## config.mk

```make
export PLATFORM = sky130hd
export DESIGN_NAME = hex_record_memory_loader_core
export DESIGN_NICKNAME = d
export VERILOG_FILES = /design/src/hw/rtl/hrml_pkg.sv /design/src/hw/rtl/hex_record_memory_loader_core.sv /design/src/hw/rtl/hrml_parser.sv
export SDC_FILE = /design/constraint.sdc
export NUM_CORES = 1
export LEC_CHECK = 0
export BUFFER_PORTS_ARGS = -buffer_cell sky130_fd_sc_hd__buf_2
export CORE_ASPECT_RATIO = 1.75
export CORE_MARGIN = 5
export CORE_UTILIZATION = 25
export CTS_CLUSTER_SIZE = 25
export DETAILED_ROUTE_END_ITERATION = 12
export PLACE_DENSITY_LB_ADDON = 0.3
export SYNTH_ARGS = -nofsm -noshare
export SYNTH_HDL_FRONTEND = slang
export SYNTH_SLANG_ARGS = --single-unit
```

## constraint.sdc

```tcl
create_clock -name clk -period 4 [get_ports clk]
set_clock_uncertainty 0.05 [all_clocks]
set_input_delay 0.2 -clock clk [delete_from_list [all_inputs] [get_ports clk]]
set_output_delay 0.2 -clock clk [all_outputs]
set_load 0.01 [all_outputs]
```

## src/hw/rtl/hrml_pkg.sv

```systemverilog
`default_nettype none

package hrml_pkg;

  localparam int unsigned PosW = 4;

  localparam logic [PosW-1:0] PosStart = 4'd0;
  localparam logic [PosW-1:0] PosAddr  = 4'd3;
  localparam logic [PosW-1:0] PosKind  = 4'd7;
  localparam logic [PosW-1:0] PosData  = 4'd9;
  localparam logic [PosW-1:0] PosLow   = 4'd10;

  localparam logic [7:0] ChCr   = 8'd13;
  localparam logic [7:0] ChLf   = 8'd10;
  localparam logic [7:0] KindData = 8'd0;

  typedef struct packed {
    logic        valid;
    logic [15:0] addr;
    logic [7:0]  data;
    logic        bad;
  } hrml_res_t;

  typedef struct packed {
    logic       bad;
    logic [3:0] nib;
  } hrml_hex_t;

  function automatic hrml_hex_t hex_decode(input logic [7:0] c);
    hrml_hex_t h;
    logic [7:0] d;
    h.bad = 1'b0;
    d = 8'd0;
    if (c >= 8'd48 && c <= 8'd57) begin
      d = c - 8'd48;
    end else if (c >= 8'd65 && c <= 8'd70) begin
      d = c - 8'd55;
    end else if (c >= 8'd97 && c <= 8'd102) begin
      d = c - 8'd87;
    end else begin
      h.bad = 1'b1;
    end
    h.nib = d[3:0];
    return h;
  endfunction

endpackage

`default_nettype wire

```

## src/hw/rtl/hex_record_memory_loader_core.sv

```systemverilog
// channel | ports                                             | dir
// in      | in_valid, in_stall, in_ch                         | char beats in
// out     | out_valid, out_stall, out_write_addr/_data, bad   | write beats out
// one character a cycle unless in_stall; a low data digit registers a write
// the parser state is updated once per accepted beat
// rst_n is synchronous and returns the parser to the start of a line
// a two-deep output (register plus skid) lets input run while out is stalled;
// in_stall rises only when the skid entry holds a write
`default_nettype none

module hex_record_memory_loader_core
  import hrml_pkg::*;
(
  input  wire logic        clk,
  input  wire logic        rst_n,
  input  wire logic        in_valid,
  output logic             in_stall,
  input  wire logic [7:0]  in_ch,
  output logic             out_valid,
  input  wire logic        out_stall,
  output logic [15:0]      out_write_addr,
  output logic [7:0]       out_write_data,
  output logic             out_bad_digit
);

  hrml_res_t res;
  logic      in_fire;
  logic      out_free;
  logic      out_valid_r;
  logic      skid_v_r;
  logic [15:0] out_addr_r, skid_addr_r;
  logic [7:0]  out_data_r, skid_data_r;
  logic        out_bad_r, skid_bad_r;

  assign in_stall = skid_v_r;
  assign in_fire  = in_valid && !skid_v_r;
  assign out_free = !out_valid_r || !out_stall;

  hrml_parser u_parser (
    .clk   (clk),
    .rst_n (rst_n),
    .fire  (in_fire),
    .ch    (in_ch),
    .res   (res)
  );

  always_ff @(posedge clk) begin
    if (!rst_n) begin
      out_valid_r <= 1'b0;
      skid_v_r    <= 1'b0;
    end else if (out_free) begin
      if (skid_v_r) begin
        out_valid_r <= 1'b1;
        out_addr_r  <= skid_addr_r;
        out_data_r  <= skid_data_r;
        out_bad_r   <= skid_bad_r;
        skid_v_r    <= 1'b0;
      end else if (in_fire && res.valid) begin
        out_valid_r <= 1'b1;
        out_addr_r  <= res.addr;
        out_data_r  <= res.data;
        out_bad_r   <= res.bad;
      end else begin
        out_valid_r <= 1'b0;
      end
    end else if (in_fire && res.valid) begin
      skid_v_r    <= 1'b1;
      skid_addr_r <= res.addr;
      skid_data_r <= res.data;
      skid_bad_r  <= res.bad;
    end
  end

  assign out_valid      = out_valid_r;
  assign out_write_addr = out_addr_r;
  assign out_write_data = out_data_r;
  assign out_bad_digit  = out_bad_r;

`ifndef SYNTH
  a_skid_behind_out: assert property (@(posedge clk) disable iff (!rst_n)
    skid_v_r |-> out_valid_r)
    else $error("skid entry held with no output beat");
  a_skid_fill: assert property (@(posedge clk) disable iff (!rst_n)
    $rose(skid_v_r) |-> $past(out_valid_r && out_stall))
    else $error("skid filled while output was free");
  a_out_drop: assert property (@(posedge clk) disable iff (!rst_n)
    $fell(out_valid_r) |-> $past(!skid_v_r && !out_stall))
    else $error("output beat dropped");
`endif

endmodule

`default_nettype wire

```

## src/hw/rtl/hrml_parser.sv

```systemverilog
`default_nettype none

module hrml_parser
  import hrml_pkg::*;
(
  input  wire logic       clk,
  input  wire logic       rst_n,
  input  wire logic       fire,
  input  wire logic [7:0] ch,
  output hrml_res_t       res
);

  logic [PosW-1:0] pos_r, pos_nxt;
  logic [7:0]  count_r, count_nxt;
  logic [15:0] addr_r, addr_nxt;
  logic [7:0]  kind_r, kind_nxt;
  logic [7:0]  left_r, left_nxt;
  logic [3:0]  hi_r, hi_nxt;
  logic        hi_bad_r, hi_bad_nxt;
  hrml_hex_t   hx;
  logic        line_end;

  assign hx = hex_decode(ch);
  assign line_end = (ch == ChCr) || (ch == ChLf);

  always_comb begin
    pos_nxt    = pos_r;
    count_nxt  = count_r;
    addr_nxt   = addr_r;
    kind_nxt   = kind_r;
    left_nxt   = left_r;
    hi_nxt     = hi_r;
    hi_bad_nxt = hi_bad_r;
    res.valid  = 1'b0;
    res.addr   = addr_r;
    res.data   = {hi_r, hx.nib};
    res.bad    = hi_bad_r | hx.bad;
    priority if (line_end) begin
      pos_nxt    = PosStart;
      count_nxt  = '0;
      addr_nxt   = '0;
      kind_nxt   = '0;
      left_nxt   = '0;
      hi_nxt     = '0;
      hi_bad_nxt = 1'b0;
    end else if (pos_r == PosStart) begin
      pos_nxt = pos_r + 4'd1;
    end else if (pos_r < PosAddr) begin
      count_nxt = {count_r[3:0], hx.nib};
      pos_nxt   = pos_r + 4'd1;
    end else if (pos_r < PosKind) begin
      addr_nxt = {addr_r[11:0], hx.nib};
      pos_nxt  = pos_r + 4'd1;
    end else if (pos_r < PosData) begin
      kind_nxt = {kind_r[3:0], hx.nib};
      pos_nxt  = pos_r + 4'd1;
      if (pos_nxt == PosData) begin
        left_nxt = (kind_nxt == KindData) ? count_r : 8'd0;
      end
    end else if (pos_r == PosData) begin
      hi_nxt     = hx.nib;
      hi_bad_nxt = hx.bad;
      pos_nxt    = PosLow;
    end else begin
      pos_nxt = PosData;
      if (left_r != 8'd0) begin
        res.valid = 1'b1;
        addr_nxt  = addr_r + 16'd1;
        left_nxt  = left_r - 8'd1;
      end
    end
  end

  always_ff @(posedge clk) begin
    if (!rst_n) begin
      pos_r    <= PosStart;
      count_r  <= '0;
      addr_r   <= '0;
      kind_r   <= '0;
      left_r   <= '0;
      hi_r     <= '0;
      hi_bad_r <= 1'b0;
    end else if (fire) begin
      pos_r    <= pos_nxt;
      count_r  <= count_nxt;
      addr_r   <= addr_nxt;
      kind_r   <= kind_nxt;
      left_r   <= left_nxt;
      hi_r     <= hi_nxt;
      hi_bad_r <= hi_bad_nxt;
    end
  end

`ifndef SYNTH
  a_res_only_low: assert property (@(posedge clk) disable iff (!rst_n)
    res.valid |-> (pos_r == PosLow && left_r != 8'd0 && !line_end))
    else $error("write raised outside a low data digit");
  a_line_end_clears: assert property (@(posedge clk) disable iff (!rst_n)
    (fire && line_end) |=> (pos_r == PosStart && left_r == 8'd0))
    else $error("line end did not clear the parser");
  a_pos_range: assert property (@(posedge clk) disable iff (!rst_n)
    (pos_r <= PosLow) && (left_r == 8'd0 || pos_r >= PosData))
    else $error("position or byte count out of step");
`endif

endmodule

`default_nettype wire
```

Yosys cells after proc, flatten, opt, wreduce, memory -nomap -nowiden
Cells that the tools add are included.
Widths: inputs -> output; s select.

cells by class
  mux-type cells = 63
  bitwise gates (word level) = 3
  $add $sub $neg = 6
  equality and inequality tests = 12
  reductions and logical operators = 27
  $lt $le $gt $ge = 9

operators with widths
  cell                   number
  $mux 16                9
  $mux 8                 14
  $mux 4                 19
  $mux 1                 20
  $add 16x1->16 const B  1
  $eq 8x4->1 const B     2
  $ge 8x7->1 const B     2
  $le 8x7->1 const B     2
  $reduce_and 6->1       2
  $ne 3x1->1 const B     3
  $reduce_and 3->1       3
  $eq 4x4->1 const B     2
  $ge 8x6->1 const B     1
  $le 8x6->1 const B     1
  $logic_not 8->1        1
  $ne 2x1->1 const B     4
  $reduce_bool 2->1      4
  $reduce_bool 8->1      1
  $sub 4x3->4 const B    2
  $sub 8x1->8 const B    1
  $reduce_and 7->1       1
  $reduce_bool 3->1      2
  $logic_and 1x1->1      5
  $reduce_and 5->1       1
  13 further kinds       17

storage, ports and cells
  word-level logic and storage cells = 135
  bits in registers = 97
  output and inout port bits = 27

Depth between registers and ports, before layout
  depth in word-level cells = 13
  depth in mapped cells = 10
  gate-level depth less buffers = 9

Hierarchy
Synthesis repeated with hierarchy kept, for this count alone.

unflattened totals
  cells, all modules = 446
  area, all modules = 4753.3 µm²

by module, submodules not included
  module                         cells each  area an instance (µm²)  seq. area each (µm²)  instances
  hrml_parser                    358         2765.2                  900.9                 1
  hex_record_memory_loader_core  88          1988.2                  1541.5                1

Least setup slack after synthesis
No wires, ideal clock.

  path type = reg2reg
  start = register u_parser.pos_r[0]
  end = register out_bad_r, in the netlist out_bad_digit, enable pin
  cell stages (with the launch flop) = 8
  setup slack = 0.936 ns
  setup time = 0.415 ns
  period minus slack after synthesis = 3.064 ns
  required time = 3.535 ns
  arrival = 2.599 ns
  cells stage by stage = dfxtp_1 -> inv_1 -> ha_1 -> o21bai_1 -> o211a_4 -> and3_1 -> o21ai_1 -> a21oi_1

between the ends
  longest elaborated chain between the ends = 10
  elaborated cells between the ends (all ways) = 14

ends and longest elaborated chain
  item                                                                RTL line                             source
  from (decl)                                                         hrml_parser.sv:13                    logic [PosW-1:0] pos_r, pos_nxt;
  from (signal assigned)                                              hrml_parser.sv:76                    pos_r <= PosStart;
  from (signal assigned)                                              hrml_parser.sv:84                    pos_r <= pos_nxt;
  parallel branches: the longest is 5 deep, another holds $lt 4x4->1  -
  $mux 1 *                                                            hrml_parser.sv:46                    end else if (pos_r == PosStart) begin
  $mux 1 *                                                            hrml_parser.sv:38                    priority if (line_end) begin
  $logic_and 1x1->1 *                                                 hex_record_memory_loader_core.sv:58  end else if (in_fire && res.valid) begin
  $reduce_bool 2->1 (no source line) *                                -
  $reduce_and 3->1 (no source line) *                                 -
  to (signal assigned)                                                hex_record_memory_loader_core.sv:56  out_bad_r <= skid_bad_r;
  to (signal assigned)                                                hex_record_memory_loader_core.sv:62  out_bad_r <= res.bad;
  to (decl)                                                           hex_record_memory_loader_core.sv:33  logic out_bad_r, skid_bad_r;

Every way passes the cells marked *.
A chain may end at the register's enable or synchronous reset.

Worst setup path after layout
  start = register u_parser.pos_r[0]
  end = register u_parser.addr_r[9]

between the ends
  longest elaborated chain between the ends = 5
  elaborated cells between the ends (all ways) = 15

ends and longest elaborated chain
  item                  RTL line           source
  $lt 4x3->1            hrml_parser.sv:51  end else if (pos_r < PosKind) begin
  $mux 16               hrml_parser.sv:51
  $mux 16               hrml_parser.sv:48  end else if (pos_r < PosAddr) begin
  $mux 16               hrml_parser.sv:46
  $mux 16               hrml_parser.sv:38
  to (signal assigned)  hrml_parser.sv:86  addr_r <= addr_nxt;
  to (decl)             hrml_parser.sv:15  logic [15:0] addr_r, addr_nxt;

Parallel ways exist; a longest one is shown, timed or not. The select of a mux whose other input is x is not followed.

==> summary by stage <==
Critical path
The critical path contains buffers and inverters numbering 0 combined. The worst setup path is launched from a flop. STA puts the critical path data required time at 4.21 ns.

The maximum fanout count along the critical path is 16. Data on the critical path arrives at its endpoint at 2.90 ns. The type of the worst setup path is reg2reg. The critical path goes through ha_1, a21oi_2, o2111ai_2, nor2_2, a21oi_1, o22ai_1. The largest individual stage delay along the critical path comes from the cell a21oi_2. The top cell family by delay on the critical path is compound AO/OA/AOI/OAI gates. The delay of the slowest critical-path stage is 0.69 ns. The worst setup path is captured at a flop.

Synth
The total nets after synthesis is 482. The sequential cell area fraction in the yosys report is 51.6%. In this run, synthesis inferred 50 flip-flops with an integrated enable.

The most used flip-flop cell after synthesis is edfxtp_1. After synthesis the cells add up to 4740 µm². Counting flops and latches in the post-synthesis netlist gives 97. The gate count after technology mapping is 459. The mean post-synth cell area is 10.3 µm². The number of warning messages in the yosys log is 0.

Of all flip-flops after synthesis, the portion carrying an async set or reset was 0%. In this run, distinct cell masters in the synthesized netlist total 71.

Global routing
The number of global-route vias before repair is 3668. Global routing consumed, on the met2 layer, 19.6% of the routing resources. The wire length of the first global-routing pass is 18600 µm. After global routing the overflow that remains totals 0. For this run, global-route usage on met1 was measured as 11.1%. The number of antenna violations at the first check in global routing came to 0. In the global route stage, overall resource usage came out at 10.8%.

Global routing used 2.27% of the available met3 tracks. The global routing stage identified its most utilized layer as met2. The maximum number of pins on one net before global-route repair is 35.

Clock tree
In this run the post-CTS setup repair buffer count came out at 0. In this run the clock root is driven by a clkbuf_16. The post-cts repair resize count is 0.

The maximum level of the CTS H-tree is 3. The CTS tree is built. The maximum clock insertion buffer count is 2.

The number of buffers added by the clock tree synthesis step is 9. The number of clock sinks is 97. The clock latency of the later-clocked register in the worst-skew pair is 0.36 ns.

In this run, post-CTS hold repair placed 0 buffers. After clock tree synthesis, the clock-pin slew on the worst setup and hold paths is 0.07 ns.

Pwr
The worst-case IR drop observed on VDD is 0.000156 V. Power spread over the standard cell area amounts to 373 nW/µm². The leakage component of the power is 1.91 nW.

Floorplan
For this design the top-level I/O count stands at 39. The die boundary width is 114 µm. The floorplan step defined a die boundary enclosing 21900 µm². The initial core utilization is 25.4%. The floorplan step set the die height to 192 µm. The floorplan has 66 rows.

The area inside the core boundary is 18700 µm².

Timing
The max-slew violation total from the final report came to 0. The maximum operating frequency is 373 MHz. The worst-margin pin slew is 0.849 ns. The clock period could shrink to 2.68 ns.

The setup TNS is 0 ns. Setup repair after global routing left no endpoint under its margin. The share of the clock period used by the worst path is 67.1%. On the final layout, the worst hold slack is 0.0877 ns.

The count of endpoints failing hold in the final timing report is 0. The normalized max-slew margin is 43.4%. Setup violations remaining at the end of the flow were counted as 0.

Placement
In this run the cell area measured after placement is 5180 µm². Input and output buffers added on the ports amount to 38. The final HPWL from detailed placement is 8440 µm. The routability congestion estimate is 0.870.

Cells and area
The utilization after layout is 29.4%. 0 antenna diodes ended up in the layout. The post-route standard cell area excluding fillers is 5490 µm². From synthesis to final layout, the design area changed by 15.9%.

In the final layout, the share of cells above drive strength 1 is 21.7%. The net total in the final layout is 516.

Drt
The number of violations reported at the end of detailed-routing iteration 0 is 224. The iteration count of the initial detailed-routing pass is 4. After detailed routing, the average wire length per cell comes to 15.6 µm.

Dividing the detail-routed via count by the number of cells gives 4.84. The routed layout has 3563 vias. For this run, design rule violations remaining after detail routing come to 0. The final layout contains routed wiring with a total length of 11500 µm. The number of nets with antenna violations after detailed routing is 0.

Flow run
Max-cap violations in this run came to 0.

Outcome
The run finished with clean final reports.

Min path
The class of the tightest hold or removal check is in2reg.
==> cells in the final DEF (no fill, tap or decap), types with 11 or more instances in the layout <==
master and count:
mux2_2 21, nor2_1 35, ha_1 11, nor3_1 17
buf_2 38, a21oi_1 38, edfxtp_1 50, o21ai_0 20
inv_1 17, nand2_1 39, nand3_1 17, dfxtp_1 47
==> sequential cells by signal, indices dropped and copies added (netlist names) <==
signal             count
u_parser.left_r        8
u_parser.count_r       8
u_parser.hi_r          4
u_parser.addr_r       16
skid_bad_r             1
skid_addr_r           16
u_parser.pos_r         4
out_valid              1
skid_data_r            8
out_write_addr        16
in_stall               1
u_parser.hi_bad_r      1
out_write_data         8
u_parser.kind_r        4
out_bad_digit          1
==> cell type report <==
cell class	count	area, µm²
Multi-Input combinational cell	321	2130
Sequential cell	97	2440
Clock inverter	7	83.8
Timing Repair Buffer	43	228
Clock buffer	9	225
Tap cell	238	298
Fill cell	1979	13200
Inverter	21	78.8
==> tightest hold or removal path: stages <==
cell and delay, ns:
buf_2 0.13, nand2_1 0.08, nor2_1 0.04
==> path summary, 6_finish.rpt <==
path,startpoint,end,slack (ns),depth (start not counted)
worst max-delay path,u_parser.pos_r[0]$_SDFFE_PN0P_,u_parser.addr_r[9]$_SDFFE_PN0P_,1.32,6
worst min-delay path,out_stall,in_stall$_SDFFE_PP0P_,0.09,3
worst max register to register,u_parser.pos_r[0]$_SDFFE_PN0P_,u_parser.addr_r[9]$_SDFFE_PN0P_,1.32,6
worst min register to register,u_parser.count_r[7]$_SDFFE_PN0P_,u_parser.count_r[7]$_SDFFE_PN0P_,0.42,2
==> cell usage after synthesis, types with 2 or more instances <==
| cell | count | area [µm²] |
|---|---|---|
| a211oi_1 | 10 | 75.1 |
| a21oi_1 | 40 | 200 |
| a221o_1 | 2 | 20.0 |
| a22oi_1 | 3 | 22.5 |
| a31oi_1 | 6 | 37.5 |
| and3_1 | 5 | 31.3 |
| buf_2 | 4 | 20.0 |
| clkbuf_1 | 12 | 45.0 |
| dfxtp_1 | 47 | 941 |
| edfxtp_1 | 50 | 1500 |
| ha_1 | 11 | 138 |
| inv_1 | 17 | 63.8 |
| inv_2 | 4 | 15.0 |
| mux2_2 | 21 | 236 |
| mux2i_1 | 3 | 30.0 |
| nand2_1 | 39 | 146 |
| nand2b_1 | 5 | 31.3 |
| nand3_1 | 17 | 85.1 |
| nand3b_1 | 3 | 22.5 |
| nand4_1 | 6 | 37.5 |
| nor2_1 | 36 | 135 |
| nor2_2 | 2 | 12.5 |
| nor2b_1 | 3 | 18.8 |
| nor3_1 | 17 | 85.1 |
| nor3b_1 | 3 | 22.5 |
| nor4_1 | 3 | 18.8 |
| o2111ai_1 | 2 | 17.5 |
| o211a_4 | 2 | 35.0 |
| o211ai_1 | 3 | 22.5 |
| o21a_1 | 3 | 22.5 |
| o21ai_0 | 20 | 100 |
| o21ai_1 | 8 | 40.0 |
| o22ai_1 | 8 | 50.1 |
| o2bb2ai_1 | 3 | 26.3 |
| o31ai_1 | 2 | 15.0 |
| xnor2_1 | 3 | 26.3 |
| xor2_1 | 2 | 17.5 |
==> metrics by stage <==
stage               setup WS [ns]  std cells  power (W)
floorplan                   0.936        459    0.00114
global placement             1.37        720    0.00117
detailed placement           1.35        720    0.00117
CTS                          1.33        736    0.00208
global route                 1.12        736    0.00212
finish                       1.32        736    0.00205
==> kinds of logic after synthesis <==
| family | synth area share (%) |
|---|---|
| and+or+nand+nor | 17.1 |
| adders and majority gates | 2.91 |
| xor gates and xnor gates | 0.925 |
| buffers and inverters | 3.62 |
| AOI/OAI and AO/OA | 18.3 |
| muxes | 5.63 |
| DFF | 51.6 |
==> report_power, final <==
group,total [W],switching (W),internal [W]
clock network,0.000897,0.000399,0.000498
logic,0.000101,0.0000669,0.0000338
registers,0.00105,0.00000722,0.00104
total,0.00205,0.000473,0.00157
==> routing by layer <==
metal	routed length, µm	up-vias	share of wire (%)
li1	-	1770	-
met1	4370	1696	38
met2	6270	74	55
met3	473	23	4.1
met4	382	0	3.3
met5	0	-	0
Note: power is estimated with default switching activity, not from simulation.
